--- src/hw/rtl/arpc_pkg.sv ---
`timescale 1ns / 1ps
`default_nettype none
// ----------------------------------------------------------------------------
// arpc_pkg
// Shared types and constants of the ARP cache and responder.
// ----------------------------------------------------------------------------
package arpc_pkg;

  localparam int unsigned IN_DATA_W  = 240;
  localparam int unsigned OUT_DATA_W = 184;
  localparam int unsigned CFG_DATA_W = 48;

  localparam logic [1:0] CMD_FRAME  = 2'd0;
  localparam logic [1:0] CMD_LOOKUP = 2'd1;
  localparam logic [1:0] CMD_SEND   = 2'd2;

  localparam logic [1:0] KIND_REPLY   = 2'd0;
  localparam logic [1:0] KIND_REQUEST = 2'd1;
  localparam logic [1:0] KIND_LOOKUP  = 2'd2;

  localparam logic [0:0] REG_LOCAL_IP  = 1'b0;
  localparam logic [0:0] REG_LOCAL_MAC = 1'b1;

  localparam logic [10:0] MIN_FRAME_LEN = 11'd42;
  localparam logic [15:0] PROTO_IPV4    = 16'h0800;
  localparam logic [15:0] OP_REQUEST    = 16'd1;
  localparam logic [15:0] OP_REPLY      = 16'd2;
  localparam logic [1:0]  FOP_REQUEST   = 2'd1;
  localparam logic [1:0]  FOP_REPLY     = 2'd2;
  localparam logic [47:0] MAC_BCAST     = 48'hFFFF_FFFF_FFFF;

  typedef struct packed {
    logic       in_load;
    logic       scan_start;
    logic       scan_run;
    logic       tbl_write;
    logic       hit_set;
    logic       out_load;
    logic [1:0] out_kind;
  } ctrl_cmd_t;

  typedef struct packed {
    logic [1:0] cmd;
    logic       frame_ok;
    logic       is_reply;
    logic       is_request;
    logic       tip_match;
    logic       cmp_vld;
    logic       cmp_used;
    logic       cmp_match;
    logic       cmp_last;
    logic       out_busy;
  } dp_status_t;

endpackage
`default_nettype wire

--- src/hw/rtl/arpc_ctrl.sv ---
`timescale 1ns / 1ps
`default_nettype none
// ----------------------------------------------------------------------------
// arpc_ctrl
// Controller: sequences decode, table scan and result hand-off per item.
// ----------------------------------------------------------------------------
module arpc_ctrl
  import arpc_pkg::*;
(
  input  wire logic       clk_i,
  input  wire logic       rst_ni,
  input  wire logic       in_valid_i,
  output logic            in_ready_o,
  input  wire dp_status_t status_i,
  output ctrl_cmd_t       cmd_o
);

  localparam logic [1:0] ST_IDLE   = 2'd0;
  localparam logic [1:0] ST_DECODE = 2'd1;
  localparam logic [1:0] ST_SCAN   = 2'd2;
  localparam logic [1:0] ST_EMIT   = 2'd3;

  logic [1:0] state_q, state_d;
  logic [1:0] kind_q, kind_d;
  logic       learn_q, learn_d;

  always_comb begin
    state_d    = state_q;
    kind_d     = kind_q;
    learn_d    = learn_q;
    in_ready_o = 1'b0;
    cmd_o      = '0;
    cmd_o.out_kind = kind_q;
    unique case (state_q)
      ST_IDLE: begin
        in_ready_o = 1'b1;
        if (in_valid_i) begin
          cmd_o.in_load = 1'b1;
          state_d       = ST_DECODE;
        end
      end
      ST_DECODE: begin
        state_d = ST_IDLE;
        unique case (status_i.cmd)
          CMD_FRAME: begin
            if (status_i.frame_ok && status_i.is_reply) begin
              cmd_o.scan_start = 1'b1;
              learn_d          = 1'b1;
              state_d          = ST_SCAN;
            end else if (status_i.frame_ok && status_i.is_request &&
                         status_i.tip_match) begin
              kind_d  = KIND_REPLY;
              state_d = ST_EMIT;
            end
          end
          CMD_LOOKUP: begin
            cmd_o.scan_start = 1'b1;
            learn_d          = 1'b0;
            kind_d           = KIND_LOOKUP;
            state_d          = ST_SCAN;
          end
          CMD_SEND: begin
            kind_d  = KIND_REQUEST;
            state_d = ST_EMIT;
          end
          default: state_d = ST_IDLE;
        endcase
      end
      ST_SCAN: begin
        cmd_o.scan_run = 1'b1;
        if (status_i.cmp_vld) begin
          if (learn_q) begin
            if (!status_i.cmp_used || status_i.cmp_match) begin
              cmd_o.tbl_write = 1'b1;
              cmd_o.scan_run  = 1'b0;
              state_d         = ST_IDLE;
            end else if (status_i.cmp_last) begin
              cmd_o.scan_run = 1'b0;
              state_d        = ST_IDLE;
            end
          end else begin
            if (status_i.cmp_used && status_i.cmp_match) begin
              cmd_o.hit_set  = 1'b1;
              cmd_o.scan_run = 1'b0;
              state_d        = ST_EMIT;
            end else if (status_i.cmp_last) begin
              cmd_o.scan_run = 1'b0;
              state_d        = ST_EMIT;
            end
          end
        end
      end
      ST_EMIT: begin
        if (!status_i.out_busy) begin
          cmd_o.out_load = 1'b1;
          state_d        = ST_IDLE;
        end
      end
      default: state_d = ST_IDLE;
    endcase
  end

  always_ff @(posedge clk_i or negedge rst_ni) begin
    if (!rst_ni) begin
      state_q <= ST_IDLE;
      kind_q  <= KIND_REPLY;
      learn_q <= 1'b0;
    end else begin
      state_q <= state_d;
      kind_q  <= kind_d;
      learn_q <= learn_d;
    end
  end

endmodule
`default_nettype wire

--- src/hw/rtl/arpc_dp.sv ---
`timescale 1ns / 1ps
`default_nettype none
// ----------------------------------------------------------------------------
// arpc_dp
// Datapath: item registers, local address registers, cache table with
// pipelined scan, and the output register.
// ----------------------------------------------------------------------------
module arpc_dp
  import arpc_pkg::*;
#(
  parameter int unsigned TABLE_ENTRIES = 16
) (
  input  wire logic                  clk_i,
  input  wire logic                  rst_ni,
  input  wire logic                  cfg_we_i,
  input  wire logic [0:0]            cfg_addr_i,
  input  wire logic [CFG_DATA_W-1:0] cfg_wdata_i,
  input  wire logic [1:0]            in_cmd_i,
  input  wire logic [IN_DATA_W-1:0]  in_data_i,
  input  wire ctrl_cmd_t             cmd_i,
  output dp_status_t                 status_o,
  input  wire logic                  out_ready_i,
  output logic                       out_valid_o,
  output logic [1:0]                 out_kind_o,
  output logic [OUT_DATA_W-1:0]      out_data_o
);

  localparam int unsigned IDX_W = (TABLE_ENTRIES > 1) ? $clog2(TABLE_ENTRIES) : 1;
  localparam int unsigned CNT_W = $clog2(TABLE_ENTRIES + 1);

  logic [31:0] local_ip_q;
  logic [47:0] local_mac_q;

  logic [1:0]  cmd_q;
  logic [10:0] flen_q;
  logic [15:0] ptype_q;
  logic [15:0] op_q;
  logic [47:0] esrc_q;
  logic [47:0] smac_q;
  logic [31:0] sip_q;
  logic [31:0] tip_q;
  logic [31:0] qip_q;

  logic [31:0] mem_ip  [TABLE_ENTRIES];
  logic [47:0] mem_mac [TABLE_ENTRIES];
  logic [TABLE_ENTRIES-1:0] valid_q;

  logic [CNT_W-1:0] rd_cnt_q;
  logic [IDX_W-1:0] rd_idx;
  logic             issue;
  logic [IDX_W-1:0] cmp_idx_q;
  logic             cmp_vld_q;
  logic             cmp_used_q;
  logic [31:0]      cmp_ip_q;
  logic [47:0]      cmp_mac_q;
  logic             hit_q;

  logic             out_valid_q;
  logic [1:0]       out_kind_q;
  logic [OUT_DATA_W-1:0] out_data_q;
  logic [OUT_DATA_W-1:0] out_data_d;
  logic [47:0] o_dest;
  logic [1:0]  o_op;
  logic [47:0] o_tmac;
  logic [31:0] o_tip;
  logic        o_hit;
  logic [47:0] o_fmac;

  assign rd_idx = rd_cnt_q[IDX_W-1:0];
  assign issue  = cmd_i.scan_run && (rd_cnt_q < CNT_W'(TABLE_ENTRIES));

  always_ff @(posedge clk_i or negedge rst_ni) begin
    if (!rst_ni) begin
      local_ip_q  <= '0;
      local_mac_q <= '0;
    end else if (cfg_we_i) begin
      unique case (cfg_addr_i)
        REG_LOCAL_IP:  local_ip_q  <= cfg_wdata_i[31:0];
        REG_LOCAL_MAC: local_mac_q <= cfg_wdata_i;
        default: ;
      endcase
    end
  end

  always_ff @(posedge clk_i) begin
    if (cmd_i.in_load) begin
      cmd_q   <= in_cmd_i;
      flen_q  <= in_data_i[10:0];
      ptype_q <= in_data_i[26:11];
      op_q    <= in_data_i[42:27];
      esrc_q  <= in_data_i[90:43];
      smac_q  <= in_data_i[138:91];
      sip_q   <= in_data_i[170:139];
      tip_q   <= in_data_i[202:171];
      qip_q   <= in_data_i[234:203];
    end
  end

  always_ff @(posedge clk_i) begin
    if (cmd_i.tbl_write) begin
      mem_ip[cmp_idx_q]  <= sip_q;
      mem_mac[cmp_idx_q] <= smac_q;
    end
    if (issue) begin
      cmp_ip_q  <= mem_ip[rd_idx];
      cmp_mac_q <= mem_mac[rd_idx];
    end
  end

  always_ff @(posedge clk_i or negedge rst_ni) begin
    if (!rst_ni) begin
      valid_q    <= '0;
      rd_cnt_q   <= '0;
      cmp_idx_q  <= '0;
      cmp_vld_q  <= 1'b0;
      cmp_used_q <= 1'b0;
      hit_q      <= 1'b0;
    end else begin
      if (cmd_i.tbl_write) begin
        valid_q[cmp_idx_q] <= 1'b1;
      end
      if (cmd_i.scan_start) begin
        rd_cnt_q  <= '0;
        cmp_vld_q <= 1'b0;
        hit_q     <= 1'b0;
      end else if (cmd_i.scan_run) begin
        cmp_vld_q <= issue;
        if (issue) begin
          rd_cnt_q   <= rd_cnt_q + CNT_W'(1);
          cmp_idx_q  <= rd_idx;
          cmp_used_q <= valid_q[rd_idx];
        end
      end
      if (cmd_i.hit_set) begin
        hit_q <= 1'b1;
      end
    end
  end

  always_comb begin
    status_o            = '0;
    status_o.cmd        = cmd_q;
    status_o.frame_ok   = (flen_q >= MIN_FRAME_LEN) && (ptype_q == PROTO_IPV4);
    status_o.is_reply   = (op_q == OP_REPLY);
    status_o.is_request = (op_q == OP_REQUEST);
    status_o.tip_match  = (tip_q == local_ip_q);
    status_o.cmp_vld    = cmp_vld_q;
    status_o.cmp_used   = cmp_used_q;
    status_o.cmp_match  = (cmp_ip_q == sip_q && cmd_q == CMD_FRAME) ||
                          (cmp_ip_q == qip_q && cmd_q == CMD_LOOKUP);
    status_o.cmp_last   = (cmp_idx_q == IDX_W'(TABLE_ENTRIES - 1));
    status_o.out_busy   = out_valid_q && !out_ready_i;
  end

  always_comb begin
    o_dest = '0;
    o_op   = '0;
    o_tmac = '0;
    o_tip  = '0;
    o_hit  = 1'b0;
    o_fmac = '0;
    case (cmd_i.out_kind)
      KIND_REPLY: begin
        o_dest = esrc_q;
        o_op   = FOP_REPLY;
        o_tmac = smac_q;
        o_tip  = sip_q;
      end
      KIND_REQUEST: begin
        o_dest = MAC_BCAST;
        o_op   = FOP_REQUEST;
        o_tip  = qip_q;
      end
      KIND_LOOKUP: begin
        o_hit  = hit_q;
        o_fmac = hit_q ? cmp_mac_q : 48'd0;
      end
      default: ;
    endcase
    out_data_d = {5'd0, o_fmac, o_hit, o_tip, o_tmac, o_op, o_dest};
  end

  always_ff @(posedge clk_i or negedge rst_ni) begin
    if (!rst_ni) begin
      out_valid_q <= 1'b0;
    end else if (cmd_i.out_load) begin
      out_valid_q <= 1'b1;
    end else if (out_ready_i) begin
      out_valid_q <= 1'b0;
    end
  end

  always_ff @(posedge clk_i) begin
    if (cmd_i.out_load) begin
      out_kind_q <= cmd_i.out_kind;
      out_data_q <= out_data_d;
    end
  end

  assign out_valid_o = out_valid_q;
  assign out_kind_o  = out_kind_q;
  assign out_data_o  = out_data_q;

endmodule
`default_nettype wire

--- src/hw/rtl/arp_cache_and_responder.sv ---
`timescale 1ns / 1ps
`default_nettype none
// ----------------------------------------------------------------------------
// arp_cache_and_responder
// ARP cache of IPv4-to-MAC entries with a responder for ARP requests.
// ----------------------------------------------------------------------------
// Items enter on the s_axis channel: tuser carries the command (received
// frame, lookup, send request) and tdata the parsed frame fields and query
// address. Results leave on the m_axis channel: tuser carries the result
// kind (reply frame, request frame, lookup answer), tdata the frame fields,
// hit flag and found MAC. An item gives at most one result.
// The local IP and MAC are written through the cfg port; the user must write
// them only while idle, as the block itself does not enforce it.
// The block takes one item at a time. An item that needs no table access
// and gives a result is loaded into the result register from the emit
// state, and the controller then returns to idle for the next item. A learn
// or lookup scans the table through one registered read port, one entry per
// cycle.
// The result sits in an output register, so the next item is accepted while
// a result waits; if the receiver stalls, the next result waits in the
// controller until the register is free.
// Reset clears all valid marks of the table at once and the local address
// registers to zero; no clearing pass is needed.
// ----------------------------------------------------------------------------
module arp_cache_and_responder
  import arpc_pkg::*;
#(
  parameter int unsigned TABLE_ENTRIES = 16
) (
  input  wire logic                  clk_i,
  input  wire logic                  rst_ni,
  input  wire logic                  cfg_we_i,
  input  wire logic [0:0]            cfg_addr_i,
  input  wire logic [CFG_DATA_W-1:0] cfg_wdata_i,
  input  wire logic                  s_axis_tvalid,
  output logic                       s_axis_tready,
  // Fields from bit 0: frame_len, proto_type, opcode, eth_src_mac,
  // sender_mac, sender_ip, ARP target IP, query_ip, zero fill.
  input  wire logic [IN_DATA_W-1:0]  s_axis_tdata,
  // Field: cmd.
  input  wire logic [1:0]            s_axis_tuser,
  output logic                       m_axis_tvalid,
  input  wire logic                  m_axis_tready,
  // Fields from bit 0: frame_dest_mac, frame_opcode, frame_target_mac,
  // frame target IP, hit, found_mac, zero fill.
  output logic [OUT_DATA_W-1:0]      m_axis_tdata,
  // Field: out_kind.
  output logic [1:0]                 m_axis_tuser
);

  ctrl_cmd_t  cmd;
  dp_status_t status;

  arpc_ctrl u_ctrl (
    .clk_i      (clk_i),
    .rst_ni     (rst_ni),
    .in_valid_i (s_axis_tvalid),
    .in_ready_o (s_axis_tready),
    .status_i   (status),
    .cmd_o      (cmd)
  );

  arpc_dp #(
    .TABLE_ENTRIES (TABLE_ENTRIES)
  ) u_dp (
    .clk_i       (clk_i),
    .rst_ni      (rst_ni),
    .cfg_we_i    (cfg_we_i),
    .cfg_addr_i  (cfg_addr_i),
    .cfg_wdata_i (cfg_wdata_i),
    .in_cmd_i    (s_axis_tuser),
    .in_data_i   (s_axis_tdata),
    .cmd_i       (cmd),
    .status_o    (status),
    .out_ready_i (m_axis_tready),
    .out_valid_o (m_axis_tvalid),
    .out_kind_o  (m_axis_tuser),
    .out_data_o  (m_axis_tdata)
  );

endmodule
`default_nettype wire

--- config.mk ---
export PLATFORM = sky130hd
export DESIGN_NAME = arp_cache_and_responder
export DESIGN_NICKNAME = d
export VERILOG_FILES = /design/src/hw/rtl/arpc_pkg.sv /design/src/hw/rtl/arpc_ctrl.sv /design/src/hw/rtl/arpc_dp.sv /design/src/hw/rtl/arp_cache_and_responder.sv
export SDC_FILE = /design/constraint.sdc
export NUM_CORES = 2
export LEC_CHECK = 0
export BUFFER_PORTS_ARGS = -buffer_cell sky130_fd_sc_hd__clkbuf_2
export CAP_MARGIN = 5
export CORE_MARGIN = 4
export CORE_UTILIZATION = 50
export CTS_BUF_LIST = sky130_fd_sc_hd__clkbuf_8
export CTS_CLUSTER_DIAMETER = 150
export DETAILED_ROUTE_END_ITERATION = 8
export GPL_TIMING_DRIVEN = 0
export PLACE_DENSITY = 0.68
export SYNTH_ARGS = -nofsm -noshare
export SYNTH_HDL_FRONTEND = slang
export SYNTH_SLANG_ARGS = --single-unit
--- constraint.sdc ---
create_clock -name clk_i -period 19.2 [get_ports clk_i]
set_input_delay 4.8 -clock clk_i [delete_from_list [all_inputs] [get_ports clk_i]]
set_output_delay 4.8 -clock clk_i [all_outputs]
set_load 0.05 [all_outputs]
---- Yosys cells after proc, flatten, opt, wreduce, memory -nomap -nowiden ----
Memory sizes are Yosys's and may differ from the RTL's. A register that Yosys moved wholly into a read port is not among the register bits.
Cells that the tools add are included.
cells by class
  $add $sub $neg .......................... 1
  $mul .................................... 0
  divide/modulo/power cells ............... 0
  $lt $le $gt $ge ......................... 5
  equality and inequality tests ........... 22
  shifts and indexed selects .............. 0
  mux-type cells .......................... 53
  bitwise logic cells ..................... 3
  reductions and logical operators ........ 30
operators with widths
  kind                    number
  $eq A32 B32 Y1          3
  $pmux W48 S2            1
  $pmux W32 S2            1
  $mux W1                 26
  $mux W2                 12
  $eq A16 B1 Y1 const B   1
  $eq A16 B12 Y1 const B  1
  $eq A16 B2 Y1 const B   1
  $or A16 B16 Y16         1
  $mux W5                 3
  $pmux W2 S3             2
  $ge A11 B6 Y1 const B   1
  $logic_and A1 B1 Y1     10
  $lt A4 B5 Y1 const B    2
  $reduce_bool A2 Y1      5
  $eq A2 B2 Y1 const B    4
  $pmux W2 S4             1
  $eq A2 B1 Y1 const B    3
  $logic_not A2 Y1        3
  $mux W3                 2
  $ne A2 B1 Y1 const B    3
  $ne A2 B2 Y1 const B    3
  $reduce_and A2 Y1       3
  $reduce_and A3 Y1       2
  16 further kinds        20
storage, ports and cells
  register bits after elaboration ......... 484
  bits in latches ......................... 0
  bits in writable memories ............... 1280
  bits in read-only memories .............. 0
  input bits .............................. 296
  output and inout port bits .............. 188
  logic and storage cells ................. 141
  memories ................................ 2
memory list
  memory        words  bits a word  rd ports  clocked after memory_dff  wr ports  RTL line       source
  u_dp.mem_mac  16     48           1         1                         1         arpc_dp.sv:45  logic [47:0] mem_mac [TABLE_ENTRIES];
  u_dp.mem_ip   16     32           1         1                         1         arpc_dp.sv:44  logic [31:0] mem_ip [TABLE_ENTRIES];

---- Depth between registers and ports, before layout ----
  word-level depth ........................ 12
  depth in mapped cells ................... 8
  depth with buffers taken out ............ 7

---- By module ----
From an unflattened synthesis, not the netlist that was laid out.
unflattened totals
  cells, all modules ...................... 2948
  area, all modules ....................... 68528.2 sq um
by module, submodules not included
  module     instances  cells an instance  area an instance (sq um)  sequential area each (sq um)
  arpc_dp    1          2889               68031.5                   54887.6
  arpc_ctrl  1          59                 496.7                     125.1

---- Least setup slack after synthesis ----
No wires, ideal clock.
  path type ............................... in2reg
  from .................................... in m_axis_tready
  to ...................................... reg u_dp.out_data_q[0] (netlist: u_dp.out_data_o[0]), enable pin
  setup time .............................. 724 ps
  arrival time ............................ 12386 ps
  required time ........................... 18476 ps
  slack ................................... 6089 ps
  stages on the path ...................... 2
  buffers on the path ..................... 0
  cell sequence ........................... nor2b_1 nor2_1
RTL lines
  item                    RTL line                       source
  start: declaration      arp_cache_and_responder.sv:43  input wire logic m_axis_tready,
  end signal: assignment  arpc_dp.sv:196                 out_data_q <= out_data_d;
  end: declaration        arpc_dp.sv:60                  logic [OUT_DATA_W-1:0] out_data_q;

---- Final worst setup path ----
  from .................................... reg u_ctrl.state_q[1]
  to ...................................... out s_axis_tready
between the ends
  cells in the longest elaborated chain, start to end .. 2
RTL lines
  item                      RTL line                       source
  start: declaration        arpc_ctrl.sv:23                logic [1:0] state_q, state_d;
  start signal: assignment  arpc_ctrl.sv:109               state_q <= state_d;
  $logic_not A2 Y1          arpc_ctrl.sv:34                unique case (state_q)
  $mux W1                   arpc_ctrl.sv:34
  end: declaration          arp_cache_and_responder.sv:36  output logic s_axis_tready,
No other way between the ends.

==> run metrics <==
critical path class flip-flop to primary output; final setup margin 12.16 ns; register area share after synthesis 80.31%; global route hottest layer met2; RSZ-0062 raised after global routing false; top_reg_cell synth edfxtp_1; routed vias 34.03k; Area Overhead vs Synth 17.85%; layout cell share with drive strength beyond 1 35.84%; DRC Markers 0; CP max-delay cell nor2_1; commonest non-fill, non-tap cells in the layout edfxtp_1 (1,777), clkbuf_2 (455), mux4_2 (405); Worst setup endpoint s_axis_tready; ports placed on the boundary 484; Storage cell area 55,010 um^2; Netlist cell types 52; Die W 378.1 um; Post-Place Setup Slack 12.34 ns; Slew Limit Fails 0; most common cell after layout, fill and taps aside edfxtp_1; EDFF count, synth 1,777; # fillers 9,706; Layout Skew 0.07067 ns; Worst Tran Pin Value 1.263 ns; worst reg2reg startpoint u_dp.sip_q[2]; Slew HR 15.79%; fin cells 5,889; delay-heaviest family, CP buffers and inverters; top post-synthesis cells by area edfxtp_1 (78%), mux4_2 (13%), dfrtp_1 (2.4%); Hold/Removal Path Class flip-flop to flip-flop; gr usage total 23.99%; DP Area 75,060 um^2; vias in the first global route 35.29k; Worst R2R End u_dp.mem_mac[10][10]; CTS tree built; Netlist Area Pre-Place 68,500 um^2; critical path launch point type flip-flop; Remaining Overflow, GRT 0; syn avg cell area 23.17 um^2; CP startpoint u_ctrl.state_q[1]; worst reg2reg setup slack 14.13 ns; worst r2r path cells 12; largest fanout on the critical path 10; CP Data Arrival Time 2.24 ns; Final period util 36.67%; First DRT Iteration DRCs 3,660; first-pass GRT wire length 244,100 um; # port buffers 456; hold buffers post-CTS 0; placed insts 5,353; area of the die 143,000 um^2; Util after Layout 59.44%; initial antenna violation count 6; P per Cell Area 142.2 nW/um^2; Worst EP required 14.40 ns; Leakage Power 27.49 nW; status finished, final reports clean; multi-input logic area 13,040 um^2; grt met3 use 6.886%; async set-reset flop share out of synthesis 3.581%; CP Cell Sequence clkbuf_1 -> nor2_1 -> clkbuf_2; Crit path depth 3; HPWL Detailed 113,100 um; core area 135,800 um^2; Starting Density 50.44%; CP Capture Type primary output; placement row count 135; Max Cap Viol 0; chip height 378.1 um; Design Area, Final 80,720 um^2; H-tree levels 5; Peak supply drop 0.1365 mV; final wirelength 171,100 um; Synth top area share 77.90%; Setup Fix Bufs, Post-CTS 0; CTS Buf Count 313; post-CTS sizing 0; Root Buffer clkbuf_8; top cell type by total area after synthesis edfxtp_1; TritonCTS Sinks 1,843; clk buf depth 4; #FFs+latches synth 1,843; clock slew at reported path FFs 0.06 ns; Crit path largest cell delay 0.37 ns; drt pass-1 iters 8; Buf/Inv on CP 2; worst skew pair latency 1.00 ns; min cycle time layout 7.040 ns; fmax 142.1 MHz; synthesized instance count 2,956; Synth warnings 0; Final ANT Viol Nets 0; nets@finish 4,193; vias per inst 5.778; largest net degree at the start of global routing 63; final hold vios 0; grt met2 use 39.13%; met1 Use GR 31.35%; drt wl/cell 29.06 um; # setup viols final 0; routability cong. 0.7730
-- layer usage --
layer / up-vias / share of wire [%]
met5: - / 0.0070
met4: 2 / 3.0
met3: 343 / 10
met2: 1782 / 49
met1: 17770 / 38
li1: 14130 / -
-- cells by family after synthesis --
group	synth area share (%)
compound gates	0.4786
xor+xnor	1.228
fa+ha+maj	0.1096
buf+inv	0.8238
flops	80.31
mux	14.47
other cells	0.005475
simple gates	2.572
-- metrics by stage --
stage               hold WS, ns  TNS, ns  power, mW
floorplan                0.4227        0      7.358
global placement         0.4424  -344.30      8.395
detailed placement       0.4551        0      8.362
CTS                      0.4686        0      11.59
global route             0.4854        0      11.95
finish                   0.4692        0      11.48
-- cell type report --
type | count | share of cell area (%)
sequential | 1843 | 68.15
multi-input combinational | 975 | 16.15
clock buffer | 325 | 5.541
timing repair buffer | 616 | 5.302
inverter | 5 | 0.02325
buffer | 137 | 0.6758
clock inverter | 203 | 1.389
antenna | 4 | 0.01240
tap | 1781 | 2.760
-- power breakdown --
part	internal [mW]	switching [mW]
Combinational	1.14	1.83
Sequential	5.00	0.287
Clock	1.71	1.52
-- synth_stat cells, drive strengths merged (13+ instances only) --
library cell	count
nor2	146
and2	97
nor3	13
mux2	39
mux4	405
edfxtp	1777
nor4	29
dfrtp	66
clkbuf	85
xor2	90
mux2i	35
buf	52
-- how the worst min path moves through the flow --
stage	to	from	cells past startpoint
global route	u_dp.valid_q[10]	u_dp.valid_q[10]	1
global placement	u_dp.valid_q[10]	u_dp.valid_q[10]	1
finish	u_dp.valid_q[10]	u_dp.valid_q[10]	1
floorplan	u_dp.valid_q[15]	u_dp.valid_q[15]	1
CTS	u_dp.valid_q[13]	u_dp.valid_q[13]	1
detailed placement	u_dp.valid_q[13]	u_dp.valid_q[13]	1
-- registers in the layout (all words and copies together), names as in the netlist, 32 cells and up --
register	cells
u_dp.cmp_ip_q	32
u_dp.cmp_mac_q	48
u_dp.esrc_q	48
u_dp.local_ip_q	32
u_dp.mem_ip	512
u_dp.mem_mac	768
u_dp.out_data_o	179
u_dp.qip_q	32
u_dp.sip_q	32
u_dp.smac_q	48
u_dp.tip_q	32
-- worst register-to-register path, cell delays in order, from the launching register on --
cell      delay, ns
edfxtp_1       0.95
xor2_1         0.16
nor4_1         0.73
nand4_1        0.16
or3_1          0.54
and3_4         0.27
or2_4          0.28
buf_6          0.16
nor3_2         0.73
buf_6          0.26
buf_6          0.19
buf_6          0.19
buf_8          0.17
No activity file was read; power rests on OpenSTA's default activity.
